$ cat src/design/ple_pkg.sv
// Shared types and codes for the positional list engine.
`default_nettype none

package ple_pkg;

  localparam int ACT_W  = 2;
  localparam int STAT_W = 2;

  // Requested action codes
  typedef enum logic [ACT_W-1:0] {
    ACT_INSERT = 2'd0,
    ACT_REMOVE = 2'd1,
    ACT_GET    = 2'd2
  } action_t;

  // Result status codes
  typedef enum logic [STAT_W-1:0] {
    ST_DONE   = 2'd0,
    ST_BADPOS = 2'd1,
    ST_EMPTY  = 2'd2,
    ST_FULL   = 2'd3
  } status_t;

  // Work handed from the front to the back
  typedef enum logic [1:0] {
    OP_NONE = 2'd0,
    OP_INS  = 2'd1,
    OP_REM  = 2'd2,
    OP_GET  = 2'd3
  } op_t;

  typedef struct packed {
    op_t     op;
    status_t status;
  } cmd_ctl_t;

endpackage

`default_nettype wire

$ cat src/design/ple_if.sv
// Valid/ready channel interfaces for the request and result items.
`default_nettype none

interface ple_in_if #(
  parameter int POS_W = 5,
  parameter int EW    = 64
);
  logic                       valid;
  logic                       ready;
  logic [ple_pkg::ACT_W-1:0]  action;
  logic [POS_W-1:0]           position;
  logic [EW-1:0]              entry_in;

  modport source (output valid, action, position, entry_in, input ready);
  modport sink   (input valid, action, position, entry_in, output ready);
endinterface

interface ple_out_if #(
  parameter int CNT_W = 5,
  parameter int EW    = 64
);
  logic                       valid;
  logic                       ready;
  logic [ple_pkg::STAT_W-1:0] status;
  logic [EW-1:0]              entry_out;
  logic [CNT_W-1:0]           count_out;

  modport source (output valid, status, entry_out, count_out, input ready);
  modport sink   (input valid, status, entry_out, count_out, output ready);
endinterface

`default_nettype wire

$ cat src/design/positional_list_engine.sv
// Top level of the positional list engine: front, command queue and back.
//
//   channel   direction  handshake     payload
//   in_ch     sink       valid/ready   action, position, entry_in
//   out_ch    source     valid/ready   status, entry_out, count_out
//
// The back holds one item at a time and takes a new one only when no result
// waits: an insert at p moves count-p+1 entries and a remove at p moves
// count-p, count being the length before the item. Reset clears the count,
// the queue and the result valid flag; the entry memory is not cleared. The
// two-entry queue lets the front keep accepting items while the back shifts
// or while a result waits to be taken.
`default_nettype none

module positional_list_engine #(
  parameter int DEPTH      = 16,
  parameter int ENTRY_BITS = 64
) (
  input  wire logic  clk,
  input  wire logic  rst_n,
  ple_in_if.sink     in_ch,
  ple_out_if.source  out_ch
);

  localparam int AW    = $clog2(DEPTH);
  localparam int CNT_W = $clog2(DEPTH + 1);
  localparam int POS_W = $clog2(DEPTH + 2);
  localparam int CTL_W = $bits(ple_pkg::cmd_ctl_t);
  localparam int QW    = CTL_W + AW + CNT_W + ENTRY_BITS;

  ple_pkg::cmd_ctl_t     f_ctl, h_ctl;
  logic [AW-1:0]         f_idx, h_idx;
  logic [CNT_W-1:0]      f_cnt, h_cnt;
  logic [ENTRY_BITS-1:0] f_data, h_data;
  logic                  q_push, q_pop, q_full, q_empty;
  logic [QW-1:0]         q_din, q_dout;

  ple_front #(
    .DEPTH (DEPTH),
    .POS_W (POS_W),
    .CNT_W (CNT_W),
    .AW    (AW),
    .EW    (ENTRY_BITS)
  ) u_front (
    .clk      (clk),
    .rst_n    (rst_n),
    .in_ch    (in_ch),
    .q_full   (q_full),
    .q_push   (q_push),
    .cmd_ctl  (f_ctl),
    .cmd_idx  (f_idx),
    .cmd_cnt  (f_cnt),
    .cmd_data (f_data)
  );

  // Pack and unpack queued commands
  assign q_din  = {f_ctl, f_idx, f_cnt, f_data};
  assign h_ctl  = ple_pkg::cmd_ctl_t'(q_dout[QW-1 -: CTL_W]);
  assign h_idx  = q_dout[AW+CNT_W+ENTRY_BITS-1 -: AW];
  assign h_cnt  = q_dout[CNT_W+ENTRY_BITS-1 -: CNT_W];
  assign h_data = q_dout[ENTRY_BITS-1:0];

  ple_queue #(
    .W  (QW),
    .QD (2)
  ) u_queue (
    .clk   (clk),
    .rst_n (rst_n),
    .push  (q_push),
    .din   (q_din),
    .pop   (q_pop),
    .dout  (q_dout),
    .full  (q_full),
    .empty (q_empty)
  );

  ple_back #(
    .DEPTH (DEPTH),
    .AW    (AW),
    .CNT_W (CNT_W),
    .EW    (ENTRY_BITS)
  ) u_back (
    .clk     (clk),
    .rst_n   (rst_n),
    .q_empty (q_empty),
    .q_ctl   (h_ctl),
    .q_idx   (h_idx),
    .q_cnt   (h_cnt),
    .q_data  (h_data),
    .q_pop   (q_pop),
    .out_ch  (out_ch)
  );

  // Back never pops an empty queue
  a_pop_nonempty: assert property (@(posedge clk) disable iff (!rst_n)
    q_pop |-> !q_empty)
    else $error("command popped from empty queue");

  // Reported count stays within capacity
  a_count_bound: assert property (@(posedge clk) disable iff (!rst_n)
    out_ch.valid |-> (out_ch.count_out <= CNT_W'(DEPTH)))
    else $error("result count exceeds capacity");

  // Failed results carry a zero entry
  a_fail_zero: assert property (@(posedge clk) disable iff (!rst_n)
    (out_ch.valid && out_ch.status != ple_pkg::ST_DONE) |-> (out_ch.entry_out == '0))
    else $error("failing result carries a nonzero entry");

  // Hold a waiting result unchanged until it is taken
  a_out_hold: assert property (@(posedge clk) disable iff (!rst_n)
    (out_ch.valid && !out_ch.ready) |=> (out_ch.valid && $stable(out_ch.status) &&
      $stable(out_ch.entry_out) && $stable(out_ch.count_out)))
    else $error("waiting result changed before it was taken");

endmodule

`default_nettype wire

$ cat src/design/ple_front.sv
// Front end: accept request items, check them against the running count, classify.
`default_nettype none

module ple_front #(
  parameter int DEPTH = 16,
  parameter int POS_W = 5,
  parameter int CNT_W = 5,
  parameter int AW    = 4,
  parameter int EW    = 64
) (
  input  wire logic              clk,
  input  wire logic              rst_n,
  ple_in_if.sink                 in_ch,
  input  wire logic              q_full,
  output logic                   q_push,
  output ple_pkg::cmd_ctl_t      cmd_ctl,
  output logic [AW-1:0]          cmd_idx,
  output logic [CNT_W-1:0]       cmd_cnt,
  output logic [EW-1:0]          cmd_data
);

  logic [CNT_W-1:0] count_r;
  logic [CNT_W-1:0] count_nxt;
  logic [POS_W-1:0] cnt_ext;
  ple_pkg::action_t act;

  assign in_ch.ready = !q_full;
  assign q_push      = in_ch.valid && !q_full;
  assign cmd_data    = in_ch.entry_in;
  assign cmd_idx     = AW'(in_ch.position - POS_W'(1));
  assign cnt_ext     = POS_W'(count_r);
  assign act         = ple_pkg::action_t'(in_ch.action);

  // Classify the request against the count left by earlier items
  always_comb begin
    cmd_ctl.op     = ple_pkg::OP_NONE;
    cmd_ctl.status = ple_pkg::ST_BADPOS;
    count_nxt      = count_r;
    unique case (act) inside
      ple_pkg::ACT_INSERT: begin
        if (in_ch.position == '0 || in_ch.position > cnt_ext + POS_W'(1)) begin
          cmd_ctl.status = ple_pkg::ST_BADPOS;
        end else if (count_r == CNT_W'(DEPTH)) begin
          cmd_ctl.status = ple_pkg::ST_FULL;
        end else begin
          cmd_ctl.op     = ple_pkg::OP_INS;
          cmd_ctl.status = ple_pkg::ST_DONE;
          count_nxt      = count_r + CNT_W'(1);
        end
      end
      ple_pkg::ACT_REMOVE, ple_pkg::ACT_GET: begin
        if (count_r == '0) begin
          cmd_ctl.status = ple_pkg::ST_EMPTY;
        end else if (in_ch.position == '0 || in_ch.position > cnt_ext) begin
          cmd_ctl.status = ple_pkg::ST_BADPOS;
        end else if (act == ple_pkg::ACT_GET) begin
          cmd_ctl.op     = ple_pkg::OP_GET;
          cmd_ctl.status = ple_pkg::ST_DONE;
        end else begin
          cmd_ctl.op     = ple_pkg::OP_REM;
          cmd_ctl.status = ple_pkg::ST_DONE;
          count_nxt      = count_r - CNT_W'(1);
        end
      end
      default: begin
        cmd_ctl.status = ple_pkg::ST_BADPOS;
      end
    endcase
  end

  assign cmd_cnt = count_nxt;

  // Advance the running count on each accepted item
  always_ff @(posedge clk) begin
    if (!rst_n) begin
      count_r <= '0;
    end else if (q_push) begin
      count_r <= count_nxt;
    end
  end

endmodule

`default_nettype wire

$ cat src/design/ple_queue.sv
// Short command queue between the front and the back.
`default_nettype none

module ple_queue #(
  parameter int W  = 8,
  parameter int QD = 2
) (
  input  wire logic         clk,
  input  wire logic         rst_n,
  input  wire logic         push,
  input  wire logic [W-1:0] din,
  input  wire logic         pop,
  output logic [W-1:0]      dout,
  output logic              full,
  output logic              empty
);

  localparam int PW = (QD > 1) ? $clog2(QD) : 1;
  localparam int CW = $clog2(QD + 1);

  logic [W-1:0]  slot_r [QD];
  logic [PW-1:0] wr_ptr_r, rd_ptr_r;
  logic [CW-1:0] fill_r;

  assign full  = (fill_r == CW'(QD));
  assign empty = (fill_r == '0);
  assign dout  = slot_r[rd_ptr_r];

  // Advance pointers and fill level
  always_ff @(posedge clk) begin
    if (!rst_n) begin
      wr_ptr_r <= '0;
      rd_ptr_r <= '0;
      fill_r   <= '0;
    end else begin
      if (push) begin
        wr_ptr_r <= (wr_ptr_r == PW'(QD - 1)) ? '0 : wr_ptr_r + PW'(1);
      end
      if (pop) begin
        rd_ptr_r <= (rd_ptr_r == PW'(QD - 1)) ? '0 : rd_ptr_r + PW'(1);
      end
      if (push && !pop) begin
        fill_r <= fill_r + CW'(1);
      end else if (pop && !push) begin
        fill_r <= fill_r - CW'(1);
      end
    end
  end

  // Hold queued commands
  always_ff @(posedge clk) begin
    if (push) begin
      slot_r[wr_ptr_r] <= din;
    end
  end

endmodule

`default_nettype wire

$ cat src/design/ple_back.sv
// Back end: carry out commands on the entry memory and register the result item.
`default_nettype none

module ple_back #(
  parameter int DEPTH = 16,
  parameter int AW    = 4,
  parameter int CNT_W = 5,
  parameter int EW    = 64
) (
  input  wire logic              clk,
  input  wire logic              rst_n,
  input  wire logic              q_empty,
  input  ple_pkg::cmd_ctl_t      q_ctl,
  input  wire logic [AW-1:0]     q_idx,
  input  wire logic [CNT_W-1:0]  q_cnt,
  input  wire logic [EW-1:0]     q_data,
  output logic                   q_pop,
  ple_out_if.source              out_ch
);

  typedef enum logic [2:0] {
    S_IDLE = 3'b001,
    S_READ = 3'b010,
    S_MOVE = 3'b100
  } state_t;

  state_t state_r, state_nxt;

  // Command in progress
  ple_pkg::op_t     op_r, op_nxt;
  ple_pkg::status_t status_r, status_nxt;
  logic [AW-1:0]    idx_r, idx_nxt;
  logic [CNT_W-1:0] cnt_r, cnt_nxt;
  logic [EW-1:0]    data_r, data_nxt;

  // Shift sequencer
  logic [AW-1:0]    cur_r, cur_nxt;
  logic [CNT_W-1:0] left_r, left_nxt;
  logic             pend_r, pend_nxt;
  logic [AW-1:0]    wa_r, wa_nxt;

  // Entry memory ports
  logic [EW-1:0]    mem_r [DEPTH];
  logic [EW-1:0]    rdata_r;
  logic             we;
  logic [AW-1:0]    waddr;
  logic [EW-1:0]    wdata;
  logic [AW-1:0]    raddr;

  // Result register
  logic                       ov_r, ov_nxt;
  logic [ple_pkg::STAT_W-1:0] ostat_r, ostat_nxt;
  logic [EW-1:0]              oent_r, oent_nxt;
  logic [CNT_W-1:0]           ocnt_r, ocnt_nxt;

  assign out_ch.valid     = ov_r;
  assign out_ch.status    = ostat_r;
  assign out_ch.entry_out = oent_r;
  assign out_ch.count_out = ocnt_r;

  // Sequence each command: pop, walk the shift or read the entry, then post the result
  always_comb begin
    state_nxt  = state_r;
    op_nxt     = op_r;
    status_nxt = status_r;
    idx_nxt    = idx_r;
    cnt_nxt    = cnt_r;
    data_nxt   = data_r;
    cur_nxt    = cur_r;
    left_nxt   = left_r;
    pend_nxt   = pend_r;
    wa_nxt     = wa_r;
    q_pop      = 1'b0;
    we         = 1'b0;
    waddr      = wa_r;
    wdata      = rdata_r;
    raddr      = cur_r;
    ov_nxt     = ov_r && !out_ch.ready;
    ostat_nxt  = ostat_r;
    oent_nxt   = oent_r;
    ocnt_nxt   = ocnt_r;

    unique case (state_r)
      S_IDLE: begin
        if (!q_empty && !ov_r) begin
          q_pop      = 1'b1;
          op_nxt     = q_ctl.op;
          status_nxt = q_ctl.status;
          idx_nxt    = q_idx;
          cnt_nxt    = q_cnt;
          data_nxt   = q_data;
          pend_nxt   = 1'b0;
          unique case (q_ctl.op)
            ple_pkg::OP_NONE: begin
              ov_nxt    = 1'b1;
              ostat_nxt = q_ctl.status;
              oent_nxt  = '0;
              ocnt_nxt  = q_cnt;
            end
            ple_pkg::OP_GET: begin
              raddr     = q_idx;
              state_nxt = S_READ;
            end
            ple_pkg::OP_INS: begin
              // walk down from the old last entry to the insert point
              cur_nxt   = AW'(q_cnt - CNT_W'(2));
              left_nxt  = q_cnt - CNT_W'(1) - CNT_W'(q_idx);
              state_nxt = S_MOVE;
            end
            ple_pkg::OP_REM: begin
              // walk up from just past the removed entry to the old last one
              cur_nxt   = q_idx + AW'(1);
              left_nxt  = q_cnt - CNT_W'(q_idx);
              state_nxt = S_MOVE;
            end
            default: begin
              state_nxt = S_IDLE;
            end
          endcase
        end
      end
      S_READ: begin
        ov_nxt    = 1'b1;
        ostat_nxt = status_r;
        oent_nxt  = rdata_r;
        ocnt_nxt  = cnt_r;
        state_nxt = S_IDLE;
      end
      S_MOVE: begin
        // write back the entry read in the previous cycle
        if (pend_r) begin
          we    = 1'b1;
          waddr = wa_r;
          wdata = rdata_r;
        end
        if (left_r != '0) begin
          raddr    = cur_r;
          pend_nxt = 1'b1;
          left_nxt = left_r - CNT_W'(1);
          if (op_r == ple_pkg::OP_INS) begin
            wa_nxt  = cur_r + AW'(1);
            cur_nxt = cur_r - AW'(1);
          end else begin
            wa_nxt  = cur_r - AW'(1);
            cur_nxt = cur_r + AW'(1);
          end
        end else begin
          pend_nxt = 1'b0;
          if (!pend_r) begin
            if (op_r == ple_pkg::OP_INS) begin
              we    = 1'b1;
              waddr = idx_r;
              wdata = data_r;
            end
            ov_nxt    = 1'b1;
            ostat_nxt = status_r;
            oent_nxt  = '0;
            ocnt_nxt  = cnt_r;
            state_nxt = S_IDLE;
          end
        end
      end
      default: begin
        state_nxt = S_IDLE;
      end
    endcase
  end

  // Control state
  always_ff @(posedge clk) begin
    if (!rst_n) begin
      state_r <= S_IDLE;
      pend_r  <= 1'b0;
      ov_r    <= 1'b0;
    end else begin
      state_r <= state_nxt;
      pend_r  <= pend_nxt;
      ov_r    <= ov_nxt;
    end
  end

  // Payload and sequencer registers
  always_ff @(posedge clk) begin
    op_r     <= op_nxt;
    status_r <= status_nxt;
    idx_r    <= idx_nxt;
    cnt_r    <= cnt_nxt;
    data_r   <= data_nxt;
    cur_r    <= cur_nxt;
    left_r   <= left_nxt;
    wa_r     <= wa_nxt;
    ostat_r  <= ostat_nxt;
    oent_r   <= oent_nxt;
    ocnt_r   <= ocnt_nxt;
  end

  // Entry memory: one write port, one registered read port
  always_ff @(posedge clk) begin
    if (we) begin
      mem_r[waddr] <= wdata;
    end
    rdata_r <= mem_r[raddr];
  end

endmodule

`default_nettype wire
$ cat src/flat_wrapper.sv
// flat-port wrapper written by rule: the top's interface ports become plain ports
module positional_list_engine_flat 
#(
  parameter int DEPTH      = 16,
  parameter int ENTRY_BITS = 64
)
  (clk, rst_n, in_ch_valid, in_ch_action, in_ch_position, in_ch_entry_in, in_ch_ready, out_ch_valid, out_ch_status, out_ch_entry_out, out_ch_count_out, out_ch_ready);
  ple_in_if in_ch_i ();
  ple_out_if out_ch_i ();
  input  wire logic clk;
  input  wire logic rst_n;
  input wire logic [$bits(in_ch_i.valid)-1:0] in_ch_valid;
  input wire logic [$bits(in_ch_i.action)-1:0] in_ch_action;
  input wire logic [$bits(in_ch_i.position)-1:0] in_ch_position;
  input wire logic [$bits(in_ch_i.entry_in)-1:0] in_ch_entry_in;
  output wire logic [$bits(in_ch_i.ready)-1:0] in_ch_ready;
  output wire logic [$bits(out_ch_i.valid)-1:0] out_ch_valid;
  output wire logic [$bits(out_ch_i.status)-1:0] out_ch_status;
  output wire logic [$bits(out_ch_i.entry_out)-1:0] out_ch_entry_out;
  output wire logic [$bits(out_ch_i.count_out)-1:0] out_ch_count_out;
  input wire logic [$bits(out_ch_i.ready)-1:0] out_ch_ready;
  assign in_ch_i.valid = in_ch_valid;
  assign in_ch_i.action = in_ch_action;
  assign in_ch_i.position = in_ch_position;
  assign in_ch_i.entry_in = in_ch_entry_in;
  assign in_ch_ready = in_ch_i.ready;
  assign out_ch_valid = out_ch_i.valid;
  assign out_ch_status = out_ch_i.status;
  assign out_ch_entry_out = out_ch_i.entry_out;
  assign out_ch_count_out = out_ch_i.count_out;
  assign out_ch_i.ready = out_ch_ready;
  positional_list_engine #(.DEPTH(DEPTH), .ENTRY_BITS(ENTRY_BITS)) u_core (.clk(clk), .rst_n(rst_n), .in_ch(in_ch_i), .out_ch(out_ch_i));
endmodule
$ cat config.mk
export PLATFORM = sky130hd
export DESIGN_NAME = positional_list_engine_flat
export DESIGN_NICKNAME = d
export VERILOG_FILES = /design/src/design/ple_pkg.sv /design/src/design/ple_if.sv /design/src/design/positional_list_engine.sv /design/src/design/ple_front.sv /design/src/design/ple_queue.sv /design/src/design/ple_back.sv /design/src/flat_wrapper.sv
export SDC_FILE = /design/constraint.sdc
export NUM_CORES = 2
export LEC_CHECK = 0
export ABC_CLOCK_PERIOD_IN_PS = 5650
export BUFFER_PORTS_ARGS = -buffer_cell sky130_fd_sc_hd__buf_2
export CORE_MARGIN = 2
export CORE_UTILIZATION = 50
export CTS_BUF_LIST = sky130_fd_sc_hd__clkbuf_16
export CTS_CLUSTER_DIAMETER = 200
export DETAILED_ROUTE_END_ITERATION = 8
export PLACE_DENSITY_LB_ADDON = 0.15
export SLEW_MARGIN = 25
export SYNTH_ARGS = -nofsm -noshare
export SYNTH_HDL_FRONTEND = slang
export SYNTH_SLANG_ARGS = --single-unit
$ cat constraint.sdc
create_clock -name clk -period 5.65 [get_ports clk]
set_input_delay 1.4125 -clock clk [delete_from_list [all_inputs] [get_ports clk]]
set_output_delay 1.4125 -clock clk [all_outputs]
set_load 0.02 [all_outputs]
==> out/qor.yml <==
outcome:
  status: "complete, no violations"
global_routing:
  gr-total-overflow: 0
  grt_pass1_wl_um: 181200
  grt_max_degree: 65
  grt_usage: 0.2224
  grt_pass1_vias: 28360
  antenna_found_initial: 4
min_path:
  hp-start: "u_core.u_back.rdata_r[14]"
  min_path_type: "reg2reg"
  min_path_cells: 1
  hold_end: "u_core.u_back.out_ch.entry_out[14]"
floorplanning:
  die_y_um: 332.1
  die_x_um: 332.1
  core.rowCount: 120
  start_util: 0.5036
  ios: 148
  core_sq_mm: 0.1069
  fp.dieArea_sq_mm: 0.1103
synthesis:
  yosysWarningCount: 0
  synthArstFlopShare: 0
  avgSynthCellArea_sq_um: 18.35
  synthTopCellsByArea: "edfxtp_1 75%, mux2i_1 9.8%, o22ai_1 3.0%"
  syn-instance-count: 2934
  synth-seq-cells: 1418
  syn_nets: 3044
  synth_common_cells: "1339 x edfxtp_1, 527 x mux2i_1, 258 x o22ai_1, 132 x mux2_2, 79 x dfxtp_1"
  synth_ff_type: "edfxtp_1"
  synth_top_area_frac: 0.7469
  yosysUniqueCellTypes: 60
  synth-edff-count: 1339
  synth_largest_area_cell: "edfxtp_1"
  seq_area_frac_synth: 0.7763
  synth.most_common_cell: "edfxtp_1"
  netlist_area_sq_mm: 0.05384
route:
  drcViolationCount: 0
  drt-initial-drc-count: 2614
  dr.pass1.iters: 5
  viasPerCell: 5.835
  vias: 27440
  totalWireLength_um: 123400
  wl_per_cell_um: 26.24
  antenna_left: 0
placed_design:
  place_ws_ns: 1.570
  numPortBuffers: 147
  hpwl_um: 64460
  place.gp.congestion: 0.8030
power:
  ir_drop_mv: 0.2909
  p_leak_nw: 21.95
  powerDensity_mw_per_mm2: 475.9
final_layout:
  drive_gt1_frac: 0.1804
  layout.nets: 3285
  multi_input_area_sq_mm: 0.01153
  seq_area_sq_mm: 0.04179
  fillers: 8017
  area_growth_pct: 14.32
  antennaDiodeCount: 0
cts:
  h-tree-depth: 4
  cts_tree: "done"
  cts_resized: 0
  clk_path_buf_depth: 3
  cts_buffers: 145
  holdBufCountCts: 0
  path_clk_slew_ns: 0.05
  cts_sinks: 1418
  postCtsSetupBuffers: 0
  clkLatencyLatePin_ns: 0.76
  cts-root-buf: "clkbuf_16"
critical_path:
  timing.rr.end: "u_core.u_back.rdata_r[31]"
  crit_fanout: 32
  cp-start-kind: "flip-flop"
  cp.arrival_ns: 4.50
  required_ns: 6.25
  worst-r2r-setup-slack_ns: 1.75
  critPathKind: "reg2reg"
  cp-end-kind: "flip-flop"
  reg2reg_depth: 13
sta:
  relSlewSlack: 0.3076
  setup_violations: 0
  maxSlewViolCount: 0
  timing.fmax_mhz: 256.4
  tightest_slew_ns: 1.039
  finalHoldViolCount: 0
  finClkSkew_ns: 0.02683
  rsz0062_at_grt: "false"
  min_period_ns: 3.900
  fin_crit_sh: 0.6903
  fin_ws_ns: 1.750
  fin_setup_tns_ns: 0
job:
  maxCapViolations: 0
-- layout make-up --
| class | count | area share |
|---|---|---|
| multi-input cells | 1336 | 0.1873 |
| repair buffers | 234 | 0.02844 |
| clock buffers | 149 | 0.06059 |
| flip-flops and latches | 1418 | 0.6791 |
| well taps | 1403 | 0.02852 |
| clock inverters | 122 | 0.01352 |
| inverters | 40 | 0.002480 |
-- flip-flops by register name, indices dropped and copies added, names as in the netlist, 4 cells and up, named ones only --
name,cells
u_core.u_front.cnt_ext,5
u_core.u_back.rdata_r,64
u_core.u_back.out_ch.entry_out,64
u_core.u_back.left_r,5
u_core.u_back.mem_r,1024
u_core.u_back.out_ch.count_out,5
u_core.u_queue.slot_r,154
u_core.u_back.data_r,64
u_core.u_back.cur_r,4
u_core.u_back.wa_r,4
u_core.u_back.cnt_r,5
u_core.u_back.idx_r,4
-- metrics by stage --
stage | cells | utilization | instance area [sq um] | total power, mW | hold slack (ns)
after floorplan | 2934 | - | 53840 | 18.26 | 0.4719
after global placement | 4425 | 0.5319 | 56860 | 20.19 | 0.4851
after detailed placement | 4430 | 0.5327 | 56950 | 20.44 | 0.5164
after CTS | 4701 | 0.5754 | 61510 | 29.52 | 0.5271
after global routing | 4702 | 0.5757 | 61540 | 30.43 | 0.5535
final | 4702 | 0.5757 | 61540 | 29.29 | 0.5234
-- worst max path at each step --
stage | slack [ns] | from | cells past startpoint | end
after global placement | 1.51 | flip-flop | 12 | u_core.u_back.rdata_r[50]
after CTS | 1.72 | flip-flop | 13 | u_core.u_back.rdata_r[27]
after detailed placement | 1.57 | in_ch_position[0] | 9 | u_core.u_queue.slot_r[0][67]
after global routing | 1.54 | flip-flop | 12 | u_core.u_back.rdata_r[32]
after floorplan | 0.26 | u_core.u_back.left_r[0] | 8 | u_core.u_back.mem_r[3][0]
final | 1.75 | flip-flop | 13 | u_core.u_back.rdata_r[31]
-- routing by layer --
metal | up-vias | share of wire | GRT usage
met3 | 172 | 0.057 | 0.03678
met5 | - | 0.00011 | 0
li1 | 12230 | - | -
met1 | 14190 | 0.44 | 0.3132
met4 | 2 | 0.021 | 0.06132
met2 | 838 | 0.48 | 0.3608
-- report_power, final --
part	leakage (nW)	internal [mW]	total, mW	switching, mW
sequential	12.9	13.6	14.1	0.439
clock	2.43	5.20	9.09	3.89
combinational	6.60	2.21	6.14	3.93
-- layout by cell type (no fill, tap or decap), types with 5 or more instances in the layout --
cell type	instances
buf_4	57
buf_2	147
o21ai_0	24
nand2_1	27
xor2_1	13
clkinv_2	17
nor2_4	17
inv_6	6
a21oi_1	17
mux2i_1	526
nor3b_1	8
bufinv_16	9
nor2_1	27
edfxtp_1	1339
o22ai_1	258
a31oi_1	11
nand3_1	5
xnor2_1	11
buf_12	23
a211oi_1	5
nand2b_1	7
clkinv_1	32
mux2_2	132
clkbuf_16	149
and2_1	65
nor3_1	11
a31oi_4	8
o32ai_1	5
inv_1	89
or4_1	65
ha_1	33
dfxtp_1	78
-- critical path: stages, from the launching register on --
cell and delay [ns]:
dfxtp_4 0.37, mux2i_1 0.16, inv_1 0.13, ha_1 0.18
nand3b_1 0.12, nor4_4 0.13, buf_4 0.36, mux2i_4 0.65
buf_8 0.27, buf_12 0.21, buf_12 0.26, mux2i_1 0.22
o22ai_1 0.09, or4_1 0.56
-- cell families after synthesis --
logic type | synth area share
compound gates | 0.04100
xor+xnor | 0.003904
fa+ha+maj | 0.008413
buf+inv | 0.01469
flops | 0.7763
mux | 0.1259
simple gates | 0.02989
No activity file was read; power rests on OpenSTA's default activity.
